===== src/pfp_pkg.sv =====
`default_nettype none
package pfp_pkg;

  // Coordinate and intermediate widths, all derived from the coordinate width.
  localparam int CW   = 16;
  localparam int DW   = CW + 1;
  localparam int PW   = 2 * DW;
  localparam int NW   = PW + 1;
  localparam int MW   = PW;
  localparam int SQ1W = 2 * MW;
  localparam int SQW  = SQ1W + 2;
  localparam int RTW  = SQW / 2;
  localparam int REMW = RTW + 1;

  // Unit normal and offset formats.
  localparam int UFB  = 14;
  localparam int QW   = UFB + 1;
  localparam int OW   = 16;
  localparam int WW   = 24;
  localparam int PRW  = OW + CW;
  localparam int DOTW = PRW + 2;

  // Cycles from an accepted request to its result strobe.
  localparam int LAT  = 1 + 4 + RTW + QW + 2;

  // Request as it leaves the front part: vertex a and the edge vectors b - a and c - a.
  typedef struct packed {
    logic signed [CW-1:0] ax;
    logic signed [CW-1:0] ay;
    logic signed [CW-1:0] az;
    logic signed [DW-1:0] ux;
    logic signed [DW-1:0] uy;
    logic signed [DW-1:0] uz;
    logic signed [DW-1:0] vx;
    logic signed [DW-1:0] vy;
    logic signed [DW-1:0] vz;
  } req_t;

  // Normal in sign and magnitude form, with the first vertex carried along.
  typedef struct packed {
    logic [2:0]          neg;
    logic [2:0][MW-1:0]  mag;
    logic [2:0][CW-1:0]  a;
  } nrm_t;

  // Side data that travels with the division pipeline.
  typedef struct packed {
    logic [2:0]          neg;
    logic                deg;
    logic [2:0][CW-1:0]  a;
  } side_t;

  // Queue status seen by the front part.
  typedef struct packed {
    logic full;
    logic empty;
  } qstat_t;

endpackage
`default_nettype wire


===== src/pfp_queue.sv =====
`default_nettype none
module pfp_queue (
  input  logic            clk,
  input  logic            rst,
  input  logic            push,
  input  pfp_pkg::req_t   din,
  input  logic            pop,
  output pfp_pkg::req_t   head,
  output pfp_pkg::qstat_t qstat
);
  import pfp_pkg::*;

  logic [1:0] count;
  req_t       slot0;
  req_t       slot1;
  logic       do_push;
  logic       do_pop;

  assign qstat.full  = (count == 2'd2);
  assign qstat.empty = (count == 2'd0);
  assign head        = slot0;
  assign do_push     = push & ~qstat.full;
  assign do_pop      = pop & ~qstat.empty;

  // Fill count of the two-entry queue.
  always_ff @(posedge clk) begin
    if (rst) begin
      count <= 2'd0;
    end else begin
      count <= count + {1'b0, do_push} - {1'b0, do_pop};
    end
  end

  // The head always sits in the first slot; the second slot moves up on a pop.
  always_ff @(posedge clk) begin
    if (do_pop) begin
      if (count == 2'd2) begin
        slot0 <= slot1;
        if (do_push) begin
          slot1 <= din;
        end
      end else if (do_push) begin
        slot0 <= din;
      end
    end else if (do_push) begin
      if (count == 2'd0) begin
        slot0 <= din;
      end else begin
        slot1 <= din;
      end
    end
  end

  a_count_range: assert property (@(posedge clk) disable iff (rst) count != 2'd3)
    else $error("queue count out of range");
  a_pop_fills: assert property (@(posedge clk) disable iff (rst)
    (!qstat.empty && !push) |=> (count == $past(count) - 2'd1))
    else $error("queue pop lost");

endmodule
`default_nettype wire


===== config.mk =====
export PLATFORM = sky130hd
export DESIGN_NAME = pfp_queue
export DESIGN_NICKNAME = d
export VERILOG_FILES = /design/src/pfp_pkg.sv /design/src/pfp_queue.sv
export SDC_FILE = /design/constraint.sdc
export NUM_CORES = 1
export LEC_CHECK = 0
export ABC_AREA = 1
export BUFFER_PORTS_ARGS = -buffer_cell sky130_fd_sc_hd__buf_2
export CAP_MARGIN = 10
export CORE_ASPECT_RATIO = 1.1
export CORE_MARGIN = 4
export CORE_UTILIZATION = 56
export DETAILED_ROUTE_END_ITERATION = 8
export MAX_ROUTING_LAYER = met4
export PLACE_DENSITY = 0.84
export SETUP_SLACK_MARGIN = 0.02
export SLEW_MARGIN = 30
export SYNTH_ARGS = -nofsm -noshare
export SYNTH_HDL_FRONTEND = slang
export SYNTH_SLANG_ARGS = --single-unit

===== constraint.sdc =====
create_clock -name clk -period 21.6 [get_ports clk]
set_clock_uncertainty 0.2 [all_clocks]
set_input_delay 4.32 -clock clk [delete_from_list [all_inputs] [get_ports clk]]
set_output_delay 4.32 -clock clk [all_outputs]
set_load 0.05 [all_outputs]

==> impl_metrics.env <==
export IMPL_yosys_warnings=0
export IMPL_syn_inst=828
export IMPL_arrival_ps=1920
export IMPL_multi_input_area_mm2=0.001998
export IMPL_initial_utilization=0.5696
export IMPL_port_buffers=305
export IMPL_syn_cell_area_mm2=0.01128
export IMPL_cts_tree="yes"
export IMPL_final_cell_area_mm2=0.01382
export IMPL_placed_cell_area_mm2=0.01299
export IMPL_post_cts_buffers=0
export IMPL_wl_per_cell_um=18.83
export IMPL_dieArea_mm2=0.02247
export IMPL_synthArstFlopShare=0
export IMPL_antenna_found_initial=7
export IMPL_htree_levels=1
export IMPL_worst_slew_pin_slew_ps=924.4
export IMPL_synthFlopType="edfxtp_1"
export IMPL_hpwl_um=16850
export IMPL_period_needed_ps=6438
export IMPL_startpoint_type="flop"
export IMPL_grt_max_degree=99
export IMPL_status="finished, final reports clean"
export IMPL_ir_worst_vdd_mv=0.1011
export IMPL_yosysUniqueCellTypes=16
export IMPL_rr_worst_depth=7
export IMPL_grt_overflow_total=0
export IMPL_synth_enable_flop_cells=300
export IMPL_final_common_cell="nand2_1"
export IMPL_fmax_mhz=155.3
export IMPL_die_h_um=156.8
export IMPL_hold_viol=0
export IMPL_synth_top_area_cell="edfxtp_1"
export IMPL_crit_fanout=72
export IMPL_postSynthAreaPerCell_um2=13.62
export IMPL_power_leakage_nw=5.455
export IMPL_vias=7593
export IMPL_fp_dieW_um=143.3
export IMPL_hold_depth=2
export IMPL_seq_area_mm2=0.009049
export IMPL_wl_um=26390
export IMPL_finalPower_w=0.001920
export IMPL_coreArea_mm2=0.01980
export IMPL_clock_latency_ps=520
export IMPL_dr_pass1_iters=5
export IMPL_synth_top_cell_area_share=0.7989
export IMPL_syn_num_nets=983
export IMPL_setup_viol=0
export IMPL_area_delta_synth_final_pct=22.59
export IMPL_powerDensity_mw_per_mm2=138.9
export IMPL_clk_pin_slew_ps=60
export IMPL_hp_class="reg2reg"
export IMPL_grt_pass1_vias=7582
export IMPL_clockBufferDepth=3
export IMPL_route_detailed_drc=0
export IMPL_finalNetCount=1280
export IMPL_cts_sinks=302
export IMPL_cp_required_ps=17080
export IMPL_setup_ws_ps=15160
export IMPL_ant_nets=0
export IMPL_end_kind="output port"
export IMPL_grt_pass1_wl_um=39720
export IMPL_track_usage=0.2335
export IMPL_finalCritPeriodShare=0.2981
export IMPL_viasPerCell=5.420
export IMPL_rsz0062_at_grt="false"
export IMPL_synthTopCellsByArea="edfxtp_1 (80%), nand2_1 (10%), o21ai_0 (6.7%)"
export IMPL_slew_viol_final=0
export IMPL_core_rowCount=54
export IMPL_cts_buffers=29
export IMPL_dpl_worst_slack_ps=14640
export IMPL_maxCapViolations=0
export IMPL_worst_hold_slack_ps=314.9
export IMPL_fin_tns_setup_ps=0
export IMPL_critPathKind="reg2out"
export IMPL_final_cell_mix="nand2_1 (309), buf_2 (305), edfxtp_1 (300)"
export IMPL_yosysSeqAreaShare=0.8025
export IMPL_root_buffer="clkbuf_16"
export IMPL_io_pins=306
export IMPL_gp_congestion=0.8425
export IMPL_ys_ff_latch=302
export IMPL_drive_gt1_frac=0.3082
export IMPL_fill_cells=1345
export IMPL_relSlewSlack=0.3837
export IMPL_cts_resized=0
export IMPL_cts_hold_buf=0
export IMPL_drt_iter0_drc=605
-- critical path: stages, from the launching register on --
cell     delay (ps)
dfxtp_1         390
inv_1           100
nand2_4         520
inv_1           130
buf_2           250
-- layout make-up --
class / count / area share
Clock inverter: 9 / 0.003077
Clock buffer: 39 / 0.05521
Sequential cell: 302 / 0.6546
Inverter: 8 / 0.002353
Tap cell: 252 / 0.02281
Timing Repair Buffer: 314 / 0.1161
Antenna cell: 7 / 0.001267
Multi-Input combinational cell: 470 / 0.1446
-- flip-flops by register name, indices dropped and copies added (netlist names) --
register  cells
count         2
slot1       150
head        150
-- synth_stat cells (2+ instances only) --
library cell    n
nand2_1       309
edfxtp_1      300
o21ai_0       150
clkbuf_1       30
buf_2          13
inv_1           7
nor2_1          5
buf_4           3
buf_6           2
dfxtp_1         2
nand3_1         2
-- layer usage --
| layer | GRT usage | share of wire | up-vias |
|---|---|---|---|
| met2 | 0.3706 | 0.49 | 445 |
| met1 | 0.2937 | 0.37 | 3573 |
| li1 | - | - | 3520 |
| met3 | 0.06571 | 0.11 | 55 |
| met4 | 0.07892 | 0.033 | 0 |
| met5 | - | 0 | - |
-- metrics by stage --
step,util,instances
floorplan,-,828
global placement,0.6561,1346
detailed placement,0.6561,1346
CTS,0.6968,1394
global route,0.6983,1401
finish,0.6983,1401
-- path summary, 6_finish.rpt --
check	from	end	slack [ps]
hold / removal	slot1[117]	head[117]	310
hold reg to reg	slot1[117]	head[117]	310
setup reg to reg	count[0]	head[118]	18520
setup / recovery	count[0]	qstat[1]	15160
-- cells by family (layout without fill, tap and decap cells) --
group | after synthesis | after routing | synth area share
flip-flops | 302 | 302 | 0.8025
other | 0 | 7 | 0
adder cells (fa/ha/maj) | 1 | 1 | 0.001109
AND/OR/NAND/NOR | 318 | 318 | 0.1070
buffers and inverters | 56 | 370 | 0.02241
AO/OA/AOI/OAI | 151 | 151 | 0.06702
-- power by group --
part,internal [W],total (W),switching [W]
Clock,0.000245,0.000441,0.000196
Sequential,0.000807,0.000840,0.0000330
Combinational,0.000105,0.000638,0.000533
Power figures use the tool's default switching activity.
