[config.mk]
export PLATFORM = sky130hd
export DESIGN_NAME = pfp_front
export DESIGN_NICKNAME = d
export VERILOG_FILES = /design/src/pfp_pkg.sv /design/src/pfp_front.sv
export SDC_FILE = /design/constraint.sdc
export NUM_CORES = 1
export LEC_CHECK = 0
export ABC_CLOCK_PERIOD_IN_PS = 4440
export CAP_MARGIN = 20
export CORE_AREA = 2 2 115 117
export DETAILED_ROUTE_END_ITERATION = 7
export DIE_AREA = 0 0 117 119
export DONT_BUFFER_PORTS = 1
export SYNTH_ARGS = -nofsm -noshare
export SYNTH_HDL_FRONTEND = slang
export SYNTH_SLANG_ARGS = --single-unit
[constraint.sdc]
create_clock -name vclk -period 4.44
set_clock_uncertainty 0.05 [all_clocks]
set_input_delay 0.888 -clock vclk [all_inputs]
set_output_delay 0.888 -clock vclk [all_outputs]
set_load 0.01 [all_outputs]
[src/pfp_pkg.sv]
`default_nettype none
package pfp_pkg;

  // Coordinate and intermediate widths, all derived from the coordinate width.
  localparam int CW   = 16;
  localparam int DW   = CW + 1;
  localparam int PW   = 2 * DW;
  localparam int NW   = PW + 1;
  localparam int MW   = PW;
  localparam int SQ1W = 2 * MW;
  localparam int SQW  = SQ1W + 2;
  localparam int RTW  = SQW / 2;
  localparam int REMW = RTW + 1;

  // Unit normal and offset formats.
  localparam int UFB  = 14;
  localparam int QW   = UFB + 1;
  localparam int OW   = 16;
  localparam int WW   = 24;
  localparam int PRW  = OW + CW;
  localparam int DOTW = PRW + 2;

  // Cycles from an accepted request to its result strobe.
  localparam int LAT  = 1 + 4 + RTW + QW + 2;

  // Request as it leaves the front part: vertex a and the edge vectors b - a and c - a.
  typedef struct packed {
    logic signed [CW-1:0] ax;
    logic signed [CW-1:0] ay;
    logic signed [CW-1:0] az;
    logic signed [DW-1:0] ux;
    logic signed [DW-1:0] uy;
    logic signed [DW-1:0] uz;
    logic signed [DW-1:0] vx;
    logic signed [DW-1:0] vy;
    logic signed [DW-1:0] vz;
  } req_t;

  // Normal in sign and magnitude form, with the first vertex carried along.
  typedef struct packed {
    logic [2:0]          neg;
    logic [2:0][MW-1:0]  mag;
    logic [2:0][CW-1:0]  a;
  } nrm_t;

  // Side data that travels with the division pipeline.
  typedef struct packed {
    logic [2:0]          neg;
    logic                deg;
    logic [2:0][CW-1:0]  a;
  } side_t;

  // Queue status seen by the front part.
  typedef struct packed {
    logic full;
    logic empty;
  } qstat_t;

endpackage
`default_nettype wire

[src/pfp_front.sv]
`default_nettype none
module pfp_front (
  input  logic                        start,
  output logic                        busy,
  input  logic signed [pfp_pkg::CW-1:0] ax,
  input  logic signed [pfp_pkg::CW-1:0] ay,
  input  logic signed [pfp_pkg::CW-1:0] az,
  input  logic signed [pfp_pkg::CW-1:0] bx,
  input  logic signed [pfp_pkg::CW-1:0] by,
  input  logic signed [pfp_pkg::CW-1:0] bz,
  input  logic signed [pfp_pkg::CW-1:0] cx,
  input  logic signed [pfp_pkg::CW-1:0] cy,
  input  logic signed [pfp_pkg::CW-1:0] cz,
  input  pfp_pkg::qstat_t             qstat,
  output logic                        push,
  output pfp_pkg::req_t               req
);
  import pfp_pkg::*;

  // A request is taken whenever the queue has room.
  assign busy = qstat.full;
  assign push = start & ~busy;

  // Form the edge vectors b - a and c - a.
  always_comb begin
    req.ax = ax;
    req.ay = ay;
    req.az = az;
    req.ux = DW'(bx) - DW'(ax);
    req.uy = DW'(by) - DW'(ay);
    req.uz = DW'(bz) - DW'(az);
    req.vx = DW'(cx) - DW'(ax);
    req.vy = DW'(cy) - DW'(ay);
    req.vz = DW'(cz) - DW'(az);
  end

endmodule
`default_nettype wire

==> run metrics, run 1 <==
fin. max-slew vios 0; DRT antenna net count 0; Seq/Total Area, Yosys 0%; mux cell area share after synthesis 0.978%; core area ~0.013 mm2; post-cts resize count 0; share of the synthesized area in the top cell type 23.5%; Diodes inserted 0; Final setup viols 0; Synth Area in Compound Gates 29.7%; synthesized cell area just over 0.005 mm2; leakage power 0.00236 uW; largest family of logic cells by synthesized area compound AO/OA/AOI/OAI gates; vias in the first global route 4636; Final Hold Vio Count 0; fin nets 929; unrepaired setup endpoints after global routing false; Hold Startpoint az[15]; Pwr per Cell Area between 150 and 200 mW/mm2; Synth area leaders ha_1 (23%), xnor2_1 (8.6%), buf_4 (7.2%); Max FO, Critical Path 3; Setup TNS 0 ps; largest net degree at the start of global routing 11; Top Ports 299; WHS Path Cells 0; Starting Density 39.8%; status completed; fillcell total about 1.4k; period utilization a little under nine tenths; hpwl dp between 10 and 15 mm; GPL Wtd Cong 0.915; residual DRC count 0; full die area 0.0139 mm2; Avg Cell Area, Syn ~7 um2; Synth Area in Simple Gates 17.5%; Tightest Pin Transition roughly 530 ps; Critical Setup Path Class in -> out; Hold WC Path Type in -> out; setup bufs post-CTS 0; final wirelength 14.2 mm; DP Cell Count 854; Yosys warnings 0; post-synth top area cell ha_1; first-pass GRT wire length between 20 and 25 mm; cts hold-fix bufs 0; Adder-Cell Fraction of Synth Area roughly a quarter; Via Count around 5.0k; Die Span Y ~120 um; final hold slack 1730 ps; hold path endpoint req[117]; DR iter-0 viols 274; Multi-input gate area roughly 0.0044 mm2; CLK BUF 0; maxcap violations 0; Arr. time, crit path 2890 ps; CP required 3500 ps; min cycle time layout approximately 3800 ps; area grow syn2layout -3.69%; register area 0 um2; overall power 854 uW; Seq cells 0; slew margin rel. between 60% and 70%; port bufs 0; Crit. End Element output pin; post-synth net total 988; Finished Layout Cells 854; gr usage total 18.2%; initial antenna violation count 0; Fmax 261 MHz; Max rail drop VDD 70.9 uV; routed length per instance 16.6 um; post-synth cell types between 60 and 70; XOR/XNOR Fraction of Synth Area 11.3%; total gr overflow 0; Die W 117 um; fraction of layout instances using a drive strength above 1 0.885%; vias per std cell 5.89; startpoint types input pin; Syn Inst Count 739; drt pass-1 iters 4; num rows 42
-- metrics by stage --
step | setup WS, ps | area (um2) | util (%)
floorplan | 794 | 5120 | -
global placement | 645 | 4930 | 38.3
detailed placement | 592 | 4930 | 38.3
CTS | 588 | 4930 | 38.3
global route | 467 | 4930 | 38.3
finish | 608 | 4930 | 38.3
-- worst max path at each step --
stage,from,to,slack [ps],cells past startpoint
5_1_grt,bx[0],req[99],470,9
3_5_place_dp,by[0],req[82],590,9
6_report,bx[0],req[99],610,9
3_3_place_gp,bx[0],req[99],650,9
4_1_cts,by[0],req[82],590,9
2_1_floorplan,by[0],req[80],790,9
-- layout by cell type (no fill, tap or decap), types with 7 or more instances in the layout --
cell type	netlist	final
nand3_1	11	11
ha_1	96	96
o21ai_0	30	30
nand2b_1	11	11
a21o_1	17	17
nor3_1	10	10
nor2_1	52	52
o21ai_1	13	13
nand2_1	42	42
o211ai_1	8	8
o31a_1	8	8
xor2_1	16	16
inv_1	90	90
xnor2_1	50	50
a31oi_1	15	15
nand4_1	12	12
o21a_1	21	21
a21oi_1	70	70
nor2b_1	14	14
nor4_1	7	7
-- metal layers --
layer  global-route usage (%)  part of all wire [%]  vias to the layer above
li1                         -                     -                     2481
met1                     19.9                    38                     2323
met2                     35.5                    52                      214
met3                     4.53                   9.0                       16
met4                     2.06                   1.3                        0
met5                        0                     0                        -
-- layout make-up --
cell class	instances	share of cell area, %
multi-input combinational	587	88.5
inverter	90	6.85
tap	176	4.47
timing repair buffer	1	0.152
-- where the power goes --
group          switching [uW]  leakage (uW)  internal, uW  total, uW
clock                       0             0             0          0
combinational             538       0.00236           316        854
sequential                  0             0             0          0
total                     538       0.00236           316        854
-- synthesized netlist by cell type, drive strengths merged (12+ instances only) --
cell type,instances
ha,96
inv,90
a21oi,71
nor2,52
xnor2,50
buf,49
o21ai,43
nand2,42
o21a,21
a21o,17
xor2,16
a31oi,15
nor2b,15
clkbuf,13
nand4,12
-- critical path, cell delays in order --
cell	delay [ps]
inv_1	40
ha_1	230
fa_1	410
nand2b_1	190
a21oi_1	200
o211ai_1	160
o21ai_1	280
nand4_1	140
a31oi_1	360
-- kinds of logic after synthesis --
logic type      after synthesis
compound gates              233
xor+xnor                     66
fa+ha+maj                   102
buf+inv                     152
mux                           5
simple gates                181
Power figures use the tool's default switching activity.
==> run 2: changes to the inputs <==
--- a/config.mk
+++ b/config.mk
@@ -5,7 +5,7 @@
 export SDC_FILE = /design/constraint.sdc
 export NUM_CORES = 1
 export LEC_CHECK = 0
-export ABC_CLOCK_PERIOD_IN_PS = 4440
+export ABC_CLOCK_PERIOD_IN_PS = 3100
 export CAP_MARGIN = 20
 export CORE_AREA = 2 2 115 117
 export DETAILED_ROUTE_END_ITERATION = 7
==> constraint.sdc (replaced) <==
create_clock -name vclk -period 3.1
set_clock_uncertainty 0.05 [all_clocks]
set_input_delay 0.62 -clock vclk [all_inputs]
set_output_delay 0.62 -clock vclk [all_outputs]
set_load 0.01 [all_outputs]
==> run 2 against run 1 <==
  * Utilization is 5.4 points higher
  * Cell area rose by 14%
  * Global-route usage up 1.1 points
  * Via count rose by 5.4%
  * Clock-buffer cell count stayed put
  * Flip-flop and latch count unchanged
  * Sequential share of layout area unchanged
  * First-iteration DRC count shrank 23%
  * Largest power group unchanged
==> run metrics, run 2 (same netlist as run 1, synthesis figures left out) <==
Via Count 5307 (+5.4%); GPL Wtd Cong 0.864 (-5.6%); CP required 2430 ps (-1070 ps); register area 0 um2 (unchanged); Crit. End Element output pin; Diodes inserted 0 (unchanged); most frequent cells in the layout ha_1 (88), inv_1 (86), a21oi_1 (66); maxcap violations 0 (unchanged); period utilization 98.3%; status completed; min cycle time layout 3050 ps; commonest non-fill, non-tap cell in the layout ha_1; initial antenna violation count 0 (unchanged); Die W 117 um (unchanged); Starting Density 39.8% (unchanged); total gr overflow 0 (unchanged); num rows 42 (unchanged); Max FO, Critical Path 4 (+1); DP Cell Count 899 (+5.3%); cts hold-fix bufs 0 (unchanged); fin. max-slew vios 0 (unchanged); drt pass-1 iters 5 (+1); Tightest Pin Transition 494 ps (-39.6 ps); Seq cells 0 (unchanged); fraction of layout instances using a drive strength above 1 14.8% (+14 points); hold path endpoint req[104]; Final Hold Vio Count 0 (unchanged); unrepaired setup endpoints after global routing true; residual DRC count 0 (unchanged); slew margin rel. 66.8% (+3.0 points); final hold slack 1190 ps (-536 ps); Multi-input gate area 0.00469 mm2 (+7.4%); Pwr per Cell Area 255 mW/mm2 (+47%); full die area 0.0139 mm2 (unchanged); first-pass GRT wire length 22.7 mm (+5.8%); Critical Setup Path Class in -> out; vias per std cell 5.89 (about the same); Fmax 328 MHz; DRT antenna net count 0 (unchanged); area grow syn2layout 9.83%; CLK BUF 0 (unchanged); hpwl dp 13.1 mm (+4.0%); gr usage total 19.3% (+1.1 points); Die Span Y 119 um (unchanged); startpoint types input pin; WHS Path Cells 0 (unchanged); core area 0.0129 mm2 (unchanged); routed length per instance 16.7 um (+0.58%); Arr. time, crit path 2380 ps (-510 ps); largest net degree at the start of global routing 11 (unchanged); port bufs 0 (unchanged); Final setup viols 0 (unchanged); leakage power 0.00264 uW (+12%); fillcell total 1343 (-3.1%); Top Ports 299 (unchanged); Max rail drop VDD 123 uV (+74%); Hold WC Path Type in -> out; fin nets 976 (+5.1%); Finished Layout Cells 901 (+5.5%); Hold Startpoint az[2]; final wirelength 15.1 mm (+6.1%); vias in the first global route 4995 (+7.7%); DR iter-0 viols 212 (-23%)
[run 2: worst max-delay path by stage]
stage	to	slack [ps]	startpoint
floorplan	req[80]	100	by[0]
global placement	req[82]	-70	by[0]
detailed placement	req[82]	-90	by[0]
CTS	req[10]	0.7	cz[0]
global route	req[99]	-10	bx[0]
finish	req[61]	50	bz[0]
[run 2: worst max-delay path, cell delays in order]
cell      delay [ps]
inv_1             40
ha_2             200
fa_2             210
nor2b_1           60
o21ai_2          150
a21boi_2          80
o22a_2           260
buf_4            160
or4_1            400
nand4_1          190
[run 2: cell type report]
class / instances / share of cell area, %
Multi-Input combinational cell: 587 / 83.4
Tap cell: 176 / 3.92
Inverter: 90 / 6.25
Timing Repair Buffer: 48 / 6.48
[run 2: report_power, final]
| group | internal, uW | leakage [uW] | switching (uW) |
|---|---|---|---|
| Clock | 0 | 0 | 0 |
| Sequential | 0 | 0 | 0 |
| Combinational | 586 | 0.00264 | 849 |
| Total | 586 | 0.00264 | 849 |
[run 2: stage by stage]
stage               power [uW]  instance area [um2]  util (%)  setup TNS [ps]  setup slack [ps]
detailed placement        1340                 5270      40.9            -505             -93.1
global route              1570                 5620      43.7           -59.6             -12.8
global placement          1310                 5270      40.9            -284             -73.6
floorplan                 1070                 5120         -               0               105
finish                    1440                 5620      43.7               0              53.1
CTS                       1370                 5350      41.5               0             0.745
[run 2: metal layers]
layer / GRT usage, % / vias up / routed length, um
met5: 0 / - / 0
met4: 3.31 / 0 / 332
met3: 3.82 / 28 / 1300
met2: 36.8 / 253 / 7640
met1: 21.9 / 2442 / 5780
li1: - / 2584 / -
[run 2: timing repair]
item                                    CTS  global route
cloned                                    0             0
endpoints found under the hold margin     0             0
pin swaps                                 9            34
setup buffers                             1             1
endpoints found under the setup margin   12            32
gates resized for setup                  12            56
